[config.mk]
export PLATFORM = sky130hd
export DESIGN_NAME = word_radix27_packer_core
export DESIGN_NICKNAME = d
export VERILOG_FILES = /design/src/rtl/wrp_pkg.sv /design/src/rtl/word_radix27_packer_core.sv /design/src/rtl/wrp_engine.sv /design/src/rtl/wrp_out_fifo.sv
export SDC_FILE = /design/constraint.sdc
export NUM_CORES = 1
export LEC_CHECK = 0
export BUFFER_PORTS_ARGS = -buffer_cell sky130_fd_sc_hd__buf_2
export CAP_MARGIN = 20
export CORE_MARGIN = 2
export CORE_UTILIZATION = 63
export DETAILED_ROUTE_END_ITERATION = 8
export PLACE_DENSITY = 0.82
export SLEW_MARGIN = 30
export SYNTH_ARGS = -nofsm -noshare
export SYNTH_HDL_FRONTEND = slang
export SYNTH_HIERARCHICAL = 1
export SYNTH_SLANG_ARGS = --single-unit
[constraint.sdc]
create_clock -name clk_i -period 7.7 [get_ports clk_i]
set_input_delay 1.54 -clock clk_i [delete_from_list [all_inputs] [get_ports clk_i]]
set_output_delay 1.54 -clock clk_i [all_outputs]
set_load 0.1 [all_outputs]
[src/rtl/wrp_pkg.sv]
// shared types, constants and the power-of-27 table of the radix-27 word packer
package wrp_pkg;

  localparam int unsigned WordW     = 62;
  localparam int unsigned PrefixW   = 4;
  localparam int unsigned ByteW     = 8;
  localparam int unsigned DigitW    = 5;
  localparam int unsigned CountW    = 4;

  localparam logic [DigitW-1:0] EndToken  = 5'd26;
  localparam logic [CountW-1:0] MaxDigits = 4'd13;
  localparam logic [ByteW-1:0]  CharA     = 8'h61;
  localparam logic [ByteW-1:0]  CharZ     = 8'h7a;
  localparam logic [ByteW-1:0]  CharSpace = 8'h20;
  localparam logic [WordW-1:0]  Pow13     = 62'd4052555153018976267;

  // one result beat
  typedef struct packed {
    logic [WordW-1:0] word;
    logic             last;
  } wrp_beat_t;

  // results produced by one item, in order: first then second
  typedef struct packed {
    logic [1:0] num;
    wrp_beat_t  first;
    wrp_beat_t  second;
  } wrp_push_t;

  // 27 to the power k, k below thirteen
  function automatic logic [WordW-1:0] pow27(input logic [CountW-1:0] k);
    logic [WordW-1:0] p;
    unique case (k)
      4'd0:    p = 62'd1;
      4'd1:    p = 62'd27;
      4'd2:    p = 62'd729;
      4'd3:    p = 62'd19683;
      4'd4:    p = 62'd531441;
      4'd5:    p = 62'd14348907;
      4'd6:    p = 62'd387420489;
      4'd7:    p = 62'd10460353203;
      4'd8:    p = 62'd282429536481;
      4'd9:    p = 62'd7625597484987;
      4'd10:   p = 62'd205891132094649;
      4'd11:   p = 62'd5559060566555523;
      4'd12:   p = 62'd150094635296999121;
      default: p = '0;
    endcase
    return p;
  endfunction

endpackage

[src/rtl/word_radix27_packer_core.sv]
// radix-27 word packer: an input beat passes the input register, then the result queue, before its first result beat
// throughput one input beat per cycle while the input is not stalled; a flush closing a full word gives two beats
// a single digit multiply-accumulate lies between input and queue
// input is stalled only when the result queue holds more than two beats
// asynchronous active-low reset: empty queue, between words, prefix_len 1
module word_radix27_packer_core (
  input  logic                         clk_i,
  input  logic                         rst_ni,
  // configuration: prefix_len
  input  logic                         cfg_we_i,
  input  logic [wrp_pkg::PrefixW-1:0]  cfg_wdata_i,
  // input channel
  input  logic                         in_valid_i,
  output logic                         in_stall_o,
  input  logic [wrp_pkg::ByteW-1:0]    in_byte_i,
  input  logic                         flush_i,
  // result channel
  output logic                         out_valid_o,
  input  logic                         out_stall_i,
  output logic [wrp_pkg::WordW-1:0]    packed_word_o,
  output logic                         last_o
);
  import wrp_pkg::*;

  // input register
  logic             in_valid_q, in_valid_d;
  logic [ByteW-1:0] in_byte_q;
  logic             in_flush_q;
  logic             in_accept;

  // processing handshake towards the queue
  logic             room;
  logic             fire;
  wrp_push_t        push;
  wrp_beat_t        beat;

  // item in the input register is processed once the queue can take two beats
  assign fire       = in_valid_q && room;
  assign in_stall_o = in_valid_q && !room;
  assign in_accept  = in_valid_i && !in_stall_o;
  assign in_valid_d = in_accept || (in_valid_q && !fire);

  always_ff @(posedge clk_i or negedge rst_ni) begin
    if (!rst_ni) begin
      in_valid_q <= 1'b0;
    end else begin
      in_valid_q <= in_valid_d;
    end
  end

  // payload needs no reset
  always_ff @(posedge clk_i) begin
    if (in_accept) begin
      in_byte_q  <= in_byte_i;
      in_flush_q <= flush_i;
    end
  end

  // word state and digit packing, works on the registered beat
  wrp_engine u_engine (
    .clk_i       (clk_i),
    .rst_ni      (rst_ni),
    .cfg_we_i    (cfg_we_i),
    .cfg_wdata_i (cfg_wdata_i),
    .fire_i      (fire),
    .byte_i      (in_byte_q),
    .flush_i     (in_flush_q),
    .push_o      (push)
  );

  // result queue parts the result side from the input side
  wrp_out_fifo u_out_fifo (
    .clk_i       (clk_i),
    .rst_ni      (rst_ni),
    .push_en_i   (fire),
    .push_i      (push),
    .room_o      (room),
    .out_valid_o (out_valid_o),
    .out_stall_i (out_stall_i),
    .beat_o      (beat)
  );

  assign packed_word_o = beat.word;
  assign last_o        = beat.last;

endmodule

[src/rtl/wrp_engine.sv]
// word state, prefix counter and digit multiply-accumulate of the packer
module wrp_engine (
  input  logic                         clk_i,
  input  logic                         rst_ni,
  input  logic                         cfg_we_i,
  input  logic [wrp_pkg::PrefixW-1:0]  cfg_wdata_i,
  input  logic                         fire_i,
  input  logic [wrp_pkg::ByteW-1:0]    byte_i,
  input  logic                         flush_i,
  output wrp_pkg::wrp_push_t           push_o
);
  import wrp_pkg::*;

  typedef enum logic [1:0] {
    PhBetween = 2'd0,
    PhPrefix  = 2'd1,
    PhLetters = 2'd2
  } phase_e;

  phase_e             phase_q, phase_d;
  logic [PrefixW-1:0] left_q, left_d;
  logic [PrefixW-1:0] prefix_len_q;
  logic [WordW-1:0]   acc_q, acc_d;
  logic [CountW-1:0]  cnt_q, cnt_d;

  logic               is_letter;
  logic [DigitW-1:0]  letter_digit;
  logic               take;
  logic [DigitW-1:0]  digit;
  logic               full;
  logic [WordW-1:0]   prod;
  logic [WordW-1:0]   acc_dig, acc_mid;
  logic [CountW-1:0]  cnt_dig, cnt_mid;
  logic               emit_full, emit_flush;
  logic [ByteW-1:0]   letter_off;

  assign is_letter    = (byte_i >= CharA) && (byte_i <= CharZ);
  assign letter_off   = byte_i - CharA;
  assign letter_digit = letter_off[DigitW-1:0];

  // phase sequencing
  always_comb begin
    phase_d = phase_q;
    left_d  = left_q;
    take    = 1'b0;
    digit   = EndToken;
    if (flush_i) begin
      take = (phase_q == PhPrefix) || (phase_q == PhLetters);
    end else begin
      unique case (phase_q)
        PhPrefix: begin
          if (left_q != '0) left_d = left_q - 1'b1;
          if (left_d == '0) phase_d = PhLetters;
        end
        PhLetters: begin
          take    = 1'b1;
          digit   = is_letter ? letter_digit : EndToken;
          phase_d = is_letter ? PhLetters : PhBetween;
        end
        default: begin
          phase_d = PhBetween;
          if (byte_i > CharSpace) begin
            if (prefix_len_q == '0) begin
              take    = 1'b1;
              digit   = is_letter ? letter_digit : EndToken;
              phase_d = is_letter ? PhLetters : PhBetween;
            end else begin
              left_d  = prefix_len_q - 1'b1;
              phase_d = (left_d != '0) ? PhPrefix : PhLetters;
            end
          end
        end
      endcase
    end
  end

  // digit accumulate, wraps to a fresh word after thirteen digits
  assign full    = (cnt_q == MaxDigits);
  assign prod    = WordW'(digit) * pow27(cnt_q);
  assign acc_dig = full ? WordW'(digit) : acc_q + prod;
  assign cnt_dig = full ? CountW'(1) : cnt_q + 1'b1;
  assign acc_mid = take ? acc_dig : acc_q;
  assign cnt_mid = take ? cnt_dig : cnt_q;

  assign emit_full  = take && full;
  assign emit_flush = flush_i && (cnt_mid != '0);

  always_comb begin
    push_o.num         = {1'b0, emit_full} + {1'b0, emit_flush};
    push_o.first.word  = emit_full ? acc_q : acc_mid;
    push_o.first.last  = !(emit_full && emit_flush);
    push_o.second.word = acc_mid;
    push_o.second.last = 1'b1;
  end

  assign acc_d = flush_i ? '0 : acc_mid;
  assign cnt_d = flush_i ? '0 : cnt_mid;

  always_ff @(posedge clk_i or negedge rst_ni) begin
    if (!rst_ni) begin
      phase_q      <= PhBetween;
      left_q       <= '0;
      acc_q        <= '0;
      cnt_q        <= '0;
      prefix_len_q <= PrefixW'(1);
    end else begin
      if (cfg_we_i) prefix_len_q <= cfg_wdata_i;
      if (fire_i) begin
        phase_q <= flush_i ? PhBetween : phase_d;
        left_q  <= flush_i ? '0 : left_d;
        acc_q   <= acc_d;
        cnt_q   <= cnt_d;
      end
    end
  end

endmodule

[src/rtl/wrp_out_fifo.sv]
// four-entry result queue, takes up to two beats a cycle and gives one while the output is not stalled
module wrp_out_fifo (
  input  logic                clk_i,
  input  logic                rst_ni,
  input  logic                push_en_i,
  input  wrp_pkg::wrp_push_t  push_i,
  output logic                room_o,
  output logic                out_valid_o,
  input  logic                out_stall_i,
  output wrp_pkg::wrp_beat_t  beat_o
);
  import wrp_pkg::*;

  wrp_beat_t  mem_q [4];
  logic [1:0] wr_q, rd_q;
  logic [2:0] count_q, count_d;
  logic [1:0] push_num;
  logic       pop;
  logic [1:0] wr_next;

  assign push_num    = push_en_i ? push_i.num : 2'd0;
  assign out_valid_o = (count_q != '0);
  assign pop         = out_valid_o && !out_stall_i;
  // space for a pair of beats
  assign room_o      = (count_q <= 3'd2);
  assign beat_o      = mem_q[rd_q];
  assign wr_next     = wr_q + 2'd1;
  assign count_d     = count_q + {1'b0, push_num} - {2'b0, pop};

  always_ff @(posedge clk_i) begin
    if (push_num != 2'd0) mem_q[wr_q]    <= push_i.first;
    if (push_num == 2'd2) mem_q[wr_next] <= push_i.second;
  end

  always_ff @(posedge clk_i or negedge rst_ni) begin
    if (!rst_ni) begin
      wr_q    <= '0;
      rd_q    <= '0;
      count_q <= '0;
    end else begin
      wr_q    <= wr_q + push_num;
      if (pop) rd_q <= rd_q + 2'd1;
      count_q <= count_d;
    end
  end

endmodule

# After elaboration in Yosys (flattened, before gate mapping)
# Memories as Yosys holds them, arrays and structs flattened.
# Cells that the tools add are included.
[word_totals] inputBits=18 n_memories=2 ram_bits=252 elab_cells=97 reg_bits=93 mem_bits_ro=800
[op_classes] addsub=11 order_cmp=4 mul=1 eq_ne=7 n_reduce_logical=26 muxes=35
[mem_list] name="(no name shown)" depth=16 width=50 rd=1 rd_clocked_by_memory_dff=0 write_ports=0 line_no="wrp_pkg.sv:33" text="unique case (k)"
[mem_list] name="u_out_fifo.mem_q" depth=4 width=63 rd=1 rd_clocked_by_memory_dff=0 write_ports=2 line_no="wrp_out_fifo.sv:14" text="wrp_beat_t mem_q [4];"
[op_table] op="62-bit 2-to-1 mux" n=4
[op_table] op="62-bit adder" n=1
[op_table] op="5-bit by 62-bit multiplier with 62-bit output" n=1
[op_table] op="4-bit 2-to-1 mux" n=9
[op_table] op="5-bit 2-to-1 mux" n=4
[op_table] op="2-bit 2-to-1 mux" n=7
[op_table] op="4-bit nonzero test" n=3
[op_table] op="5-bit case mux with 2 select lines" n=1
[op_table] op="1-bit logical AND" n=9
[op_table] op="8-bit by 7-bit greater-or-equal comparator with 1-bit output, second input constant" n=1
[op_table] op="8-bit by 6-bit > comparator with 1-bit output, second input constant" n=1
[op_table] op="8-bit by 7-bit less-or-equal comparator with 1-bit output, second input constant" n=1
[op_table] op="4-bit logical NOT" n=2
[op_table] op="4-bit case mux with 2 select lines" n=1
[op_table] op="4-bit by 1-bit subtractor with 4-bit output, second input constant" n=2
[op_table] op="1-bit 2-to-1 mux" n=7
[op_table] op="3-bit nonzero test" n=2
[op_table] op="1-bit logical NOT" n=5
[op_table] op="5-bit by 1-bit subtractor with 5-bit output, second input constant" n=1
[op_table] op="2-bit by 1-bit adder with 2-bit output, second input constant" n=2
[op_table] op="4-bit by 1-bit adder with 4-bit output, second input constant" n=1
[op_table] op="2-bit == test, second input constant" n=2
[op_table] op="4-bit == test, second input constant" n=1
[op_table] op="2-bit case mux with 2 select lines" n=1
[op_table] op="other kinds (14)" n=15

# Logic depth before layout (Yosys ltp)
[depth] ltp_word=13 ltp_mapped=30

# Hierarchy
# Netlist, hierarchy kept.
[modules_own_cells] module="wrp_engine" seq_area_each_um2=1903.1 area_per_inst_um2=15177.1 instances=1 cells_each=1977
[modules_own_cells] module="wrp_out_fifo" seq_area_each_um2=7742.4 area_per_inst_um2=12782.3 instances=1 cells_each=656
[modules_own_cells] module="word_radix27_packer_core" seq_area_each_um2=295.3 area_per_inst_um2=334.1 instances=1 cells_each=15

# Least setup slack after synthesis
# OpenSTA, ideal clock, no wires.
[synth_timing] path_type="register -> register" from="register u_engine.phase_q[0]" to="memory u_out_fifo/mem_q[0][52] (netlist bit) (data pin)" setup_time_ns=0.260 n_path_buf=3 synth_period_minus_slack_ns=6.823 required_ns=7.440 stages_incl_launch_ff=29 path_slack_ns=0.877 arrival_ns=6.563 cell_sequence="dfrtp_1 -> inv_1 -> ha_1 -> clkbuf_1 -> inv_1 -> a211o_1 -> o21ai_1 -> nand2_1 -> nor2_1 -> clkbuf_1 -> buf_1 -> nor2_1 -> fa_1 -> fa_1 -> inv_1 -> fa_1 -> inv_1 -> ha_1 -> nand2_1 -> nor4_2 -> nor3b_1 -> a211oi_2 -> o41ai_2 -> o211ai_2 -> nand2_1 -> a21boi_1 -> xnor2_1 -> mux2_2 -> mux2_2"
[synth_rtl] element="start, declared" line_no="wrp_engine.sv:20" text="phase_e phase_q, phase_d;"
[synth_rtl] element="start signal, assigned" line_no="wrp_engine.sv:101" text="phase_q <= PhBetween;"
[synth_rtl] element="start signal, assigned" line_no="wrp_engine.sv:109" text="phase_q <= flush_i ? PhBetween : phase_d;"
[synth_rtl] element="end, declared" line_no="wrp_out_fifo.sv:14"

==> results.tsv <==
stage	metric	value	unit
cells_and_area	Fill cells	3134	
setup_path	crit end category	flop	
timing	Final Max Slew Viols	0	
synth	syn_area_per_cell	10.7	um2
synth	syn nets	2977	
timing	pin slew with the least headroom to its limit	1.04	ns
power_and_ir_drop	Sw Share	51.6	%
min_path	worst min path class	reg -> reg	
setup_path	Register-to-Register Path Depth	26	
run	max-cap violations	0	
synth	ys async rst share	24.3	%
detailed_routing	Residual DRC	0	
clock_tree	clock tree buffer depth	3	
clock_tree	Clk Latency, worst-skew pair	0.57	ns
run_status	run status	completed	
global_routing	total grt overflow	0	
synth	Mapped Cells	2648	
detailed_routing	final wirelength	83.2	mm
cells_and_area	post-route insts no fill	3323	
timing	Max Clock Freq	136	MHz
timing	fin crit period	7.35	ns
clock_tree	CTS clk-pin slew, worst paths	0.06	ns
power_and_ir_drop	Sequential Power Share	23.1	%
power_and_ir_drop	P_int	0.00549	W
placed_design	GP Congestion	0.968	
setup_path	Worst Path Arrival	7.66	ns
die	die area	46600	um2
clock_tree	CTS Sinks	345	
placed_design	port bufs	82	
synth	ys flop type	edfxtp_1	
synth	yosys warns	6	
detailed_routing	routed len/inst	25.0	um
global_routing	vias in the first global route	21800	
timing	final setup vio count	0	
detailed_routing	Vias/cell	6.51	
clock_tree	Root Buffer	clkbuf_16	
global_routing	Total GRT Usage	35.8	%
global_routing	first-pass GRT wire length	127	mm
timing	Hold Vio Cnt, Final	0	
die	Die H	216	um
cells_and_area	Area growth syn-to-layout	8.87	%
power_and_ir_drop	Power Total	0.0113	W
setup_path	Crit Path Max Fanout	40	
cells_and_area	layout cells sized above 1	21.9	%
placed_design	DP Wirelength	58.9	mm
cells_and_area	ant diodes	0	
detailed_routing	Iteration-0 DRC Markers	2883	
synth	number of synthesized flops with an enable pin	261	
die	I/O Pins	83	
setup_path	Req. time, crit path	8.01	ns
setup_path	crit path kind	reg -> reg	
timing	Clock Skew	0.0382	ns
power_and_ir_drop	clock network power share	15.9	%
synth	Seq/Total Area, Yosys	35.1	%
synth	Cell variety after synth	88	
power_and_ir_drop	power per cell area	368	nW/um2
die	cell row count	77	
detailed_routing	post-route ant nets	0	
timing	Slew headroom	30.5	%
clock_tree	total CTS buffers	38	
power_and_ir_drop	Worst VDD drop	0.000447	V
clock_tree	CTS tree	done	
cells_and_area	nets@finish	3030	
power_and_ir_drop	combinational power share	61.0	%
power_and_ir_drop	Switching Power	0.00586	W
die	Die Wd	216	um
timing	Tcrit/Tclk final	95.5	%
power_and_ir_drop	Static Leak	13.9	nW
synth	Mapped Area	28300	um2
timing	setup TNS	0	ns
clock_tree	H-tree Lvls	2	
placed_design	placed insts	3251	
die	Core ar.	44300	um2
global_routing	initial antenna violation count	1	
global_routing	pin count of the biggest net entering global routing	65	
die	initial cell density of the core	63.8	%
synth	Yosys reg bits	345	
detailed_routing	First-pass DRT Iterations	6	
setup_path	CP startpoint kind	flop	
detailed_routing	detailed-route via count	21600	
timing	RSZ-0062 raised after global routing	false	
min_path	hold depth	1	
## layout make-up
type | count | area [um2] | share of cell area, %
clock inverter | 21 | 186 | 0.605
timing repair buffer | 154 | 1060 | 3.46
multi-input combinational | 1845 | 16600 | 54.0
sequential | 345 | 9950 | 32.3
clock buffer | 49 | 1030 | 3.36
tap | 592 | 741 | 2.40
inverter | 317 | 1190 | 3.86
## path summary, 6_finish.rpt
path	from	end	slack (ns)
worst max-delay path	in_byte_q[2]	u_out_fifo/mem_q[2][60]	0.35
max in group asynchronous	rst_ni	u_engine/acc_q[34]	5.76
worst max register to register	in_byte_q[2]	u_out_fifo/mem_q[2][60]	0.35
worst min register to register	u_engine/acc_q[43]	u_engine/acc_q[43]	0.51
worst min-delay path	u_engine/acc_q[43]	u_engine/acc_q[43]	0.51
min in group asynchronous	rst_ni	u_engine/prefix_len_q[2]	0.91
## synth_stat cells (all sizes together), types with 6 or more instances
cell type | instances | share of area, %
a211oi | 6 | 0.18
a21boi | 6 | 0.16
a21o | 58 | 1.5
a21oi | 117 | 2.1
a22o | 44 | 1.4
a22oi | 12 | 0.32
a31oi | 9 | 0.25
and2 | 11 | 0.25
and3 | 6 | 0.13
buf | 62 | 1.3
clkbuf | 79 | 1.0
dfrtp | 83 | 7.3
edfxtp | 261 | 28
fa | 188 | 13
ha | 123 | 5.4
inv | 315 | 4.2
mux2 | 262 | 11
mux4 | 63 | 5.0
nand2 | 265 | 3.5
nand2b | 9 | 0.23
nand3 | 15 | 0.27
nand4 | 21 | 0.46
nor2 | 263 | 3.5
nor2b | 11 | 0.24
nor3 | 22 | 0.42
nor3b | 9 | 0.24
o211ai | 9 | 0.29
o21ai | 120 | 2.1
o21bai | 15 | 0.40
o221ai | 6 | 0.19
o22ai | 13 | 0.29
o31ai | 11 | 0.31
or2 | 19 | 0.42
xnor2 | 38 | 1.2
xor2 | 33 | 1.0
## cells in the final DEF, fill, tap and decap left out, types with 10 or more instances in the layout
cell type    n
a21o_1      58
a21oi_1    112
a22o_1      44
a22oi_1     12
and2_1      10
buf_2       81
buf_4       64
clkbuf_16   39
dfrtp_1     81
edfxtp_1   261
fa_1       188
ha_1       123
inv_1      315
mux2_2     197
mux2_4      61
mux4_2      63
nand2_1    263
nand3_1     15
nand4_1     21
nor2_1     255
nor2b_1     10
nor3_1      20
o21ai_0    102
o21ai_1     17
o21bai_1    15
o22ai_1     12
o31ai_1     10
or2_2       19
xnor2_1     37
xor2_1      33
## power groups by stage
| stage | Combinational, W | Clock (W) | Sequential (W) |
|---|---|---|---|
| final | 0.00693 | 0.00180 | 0.00262 |
| after global routing | 0.00737 | 0.00189 | 0.00265 |
| after CTS | 0.00678 | 0.00181 | 0.00261 |
| after detailed placement | 0.00672 | 0 | 0.00265 |
| after global placement | 0.00651 | 0 | 0.00262 |
| after floorplan | 0.00520 | 0 | 0.00250 |
## sequential cells by signal, summed over array words and instances, names as in the netlist, 2 cells and up
register	flops
in_byte_q	8
u_engine/acc_q	62
u_engine/cnt_q	4
u_engine/left_q	4
u_engine/phase_q	2
u_engine/prefix_len_q	4
u_out_fifo/count_q	3
u_out_fifo/mem_q	252
u_out_fifo/rd_q	2
u_out_fifo/wr_q	2
## through the flow
stage | worst slack, ns | util [%] | instance area [um2] | hold slack (ns)
final | 0.350 | 69.5 | 30800 | 0.509
after global routing | 0.0219 | 69.5 | 30800 | 0.528
after CTS | 0.242 | 69.2 | 30700 | 0.510
after detailed placement | 0.306 | 66.5 | 29500 | 0.496
after global placement | 0.420 | 66.5 | 29500 | 0.470
after floorplan | 0.877 | - | 28300 | 0.450
## kinds of logic (layout without fill, tap and decap cells)
family,Yosys count,after routing,synth area share (%)
simple gates,670,670,10.3
compound gates,465,465,10.8
buf+inv,458,541,6.51
flops,345,345,35.1
mux,327,327,16.3
fa+ha+maj,311,311,18.7
xor+xnor,71,71,2.20
other cells,1,1,0.0133
## what timing repair did
action	4_1_cts	5_1_grt
setup buffers	0	1
setup endpoints to repair	0	98
hold buffers	0	0
gates resized for setup	0	10
## critical path, cell delays in order (launching register included)
cell,delay (ns)
edfxtp_1,0.45
or4_1,0.57
o21ai_1,0.23
a211o_1,0.25
o21ai_1,0.11
nand2_2,0.17
nor2_2,0.08
buf_12,0.19
or2_2,0.31
fa_1,0.51
inv_1,0.05
fa_1,0.48
inv_1,0.05
fa_1,0.54
inv_1,0.05
ha_1,0.38
nand2_1,0.15
nor4_2,0.37
nor3b_1,0.31
a211oi_2,0.15
o41ai_4,0.42
o211ai_2,0.16
o211ai_2,0.20
xnor2_1,0.19
buf_4,0.18
o21ai_0,0.17
mux2_2,0.35
## metal layers
metal	wire length (um)	vias to the layer above	part of all wire, %	track usage, %
li1	-	9289	-	-
met1	32800	10600	39	50.8
met2	36500	1546	44	54.2
met3	11500	199	14	10.5
met4	2430	0	2.9	10.2
met5	0	-	0	0
Power figures use the tool's default switching activity.
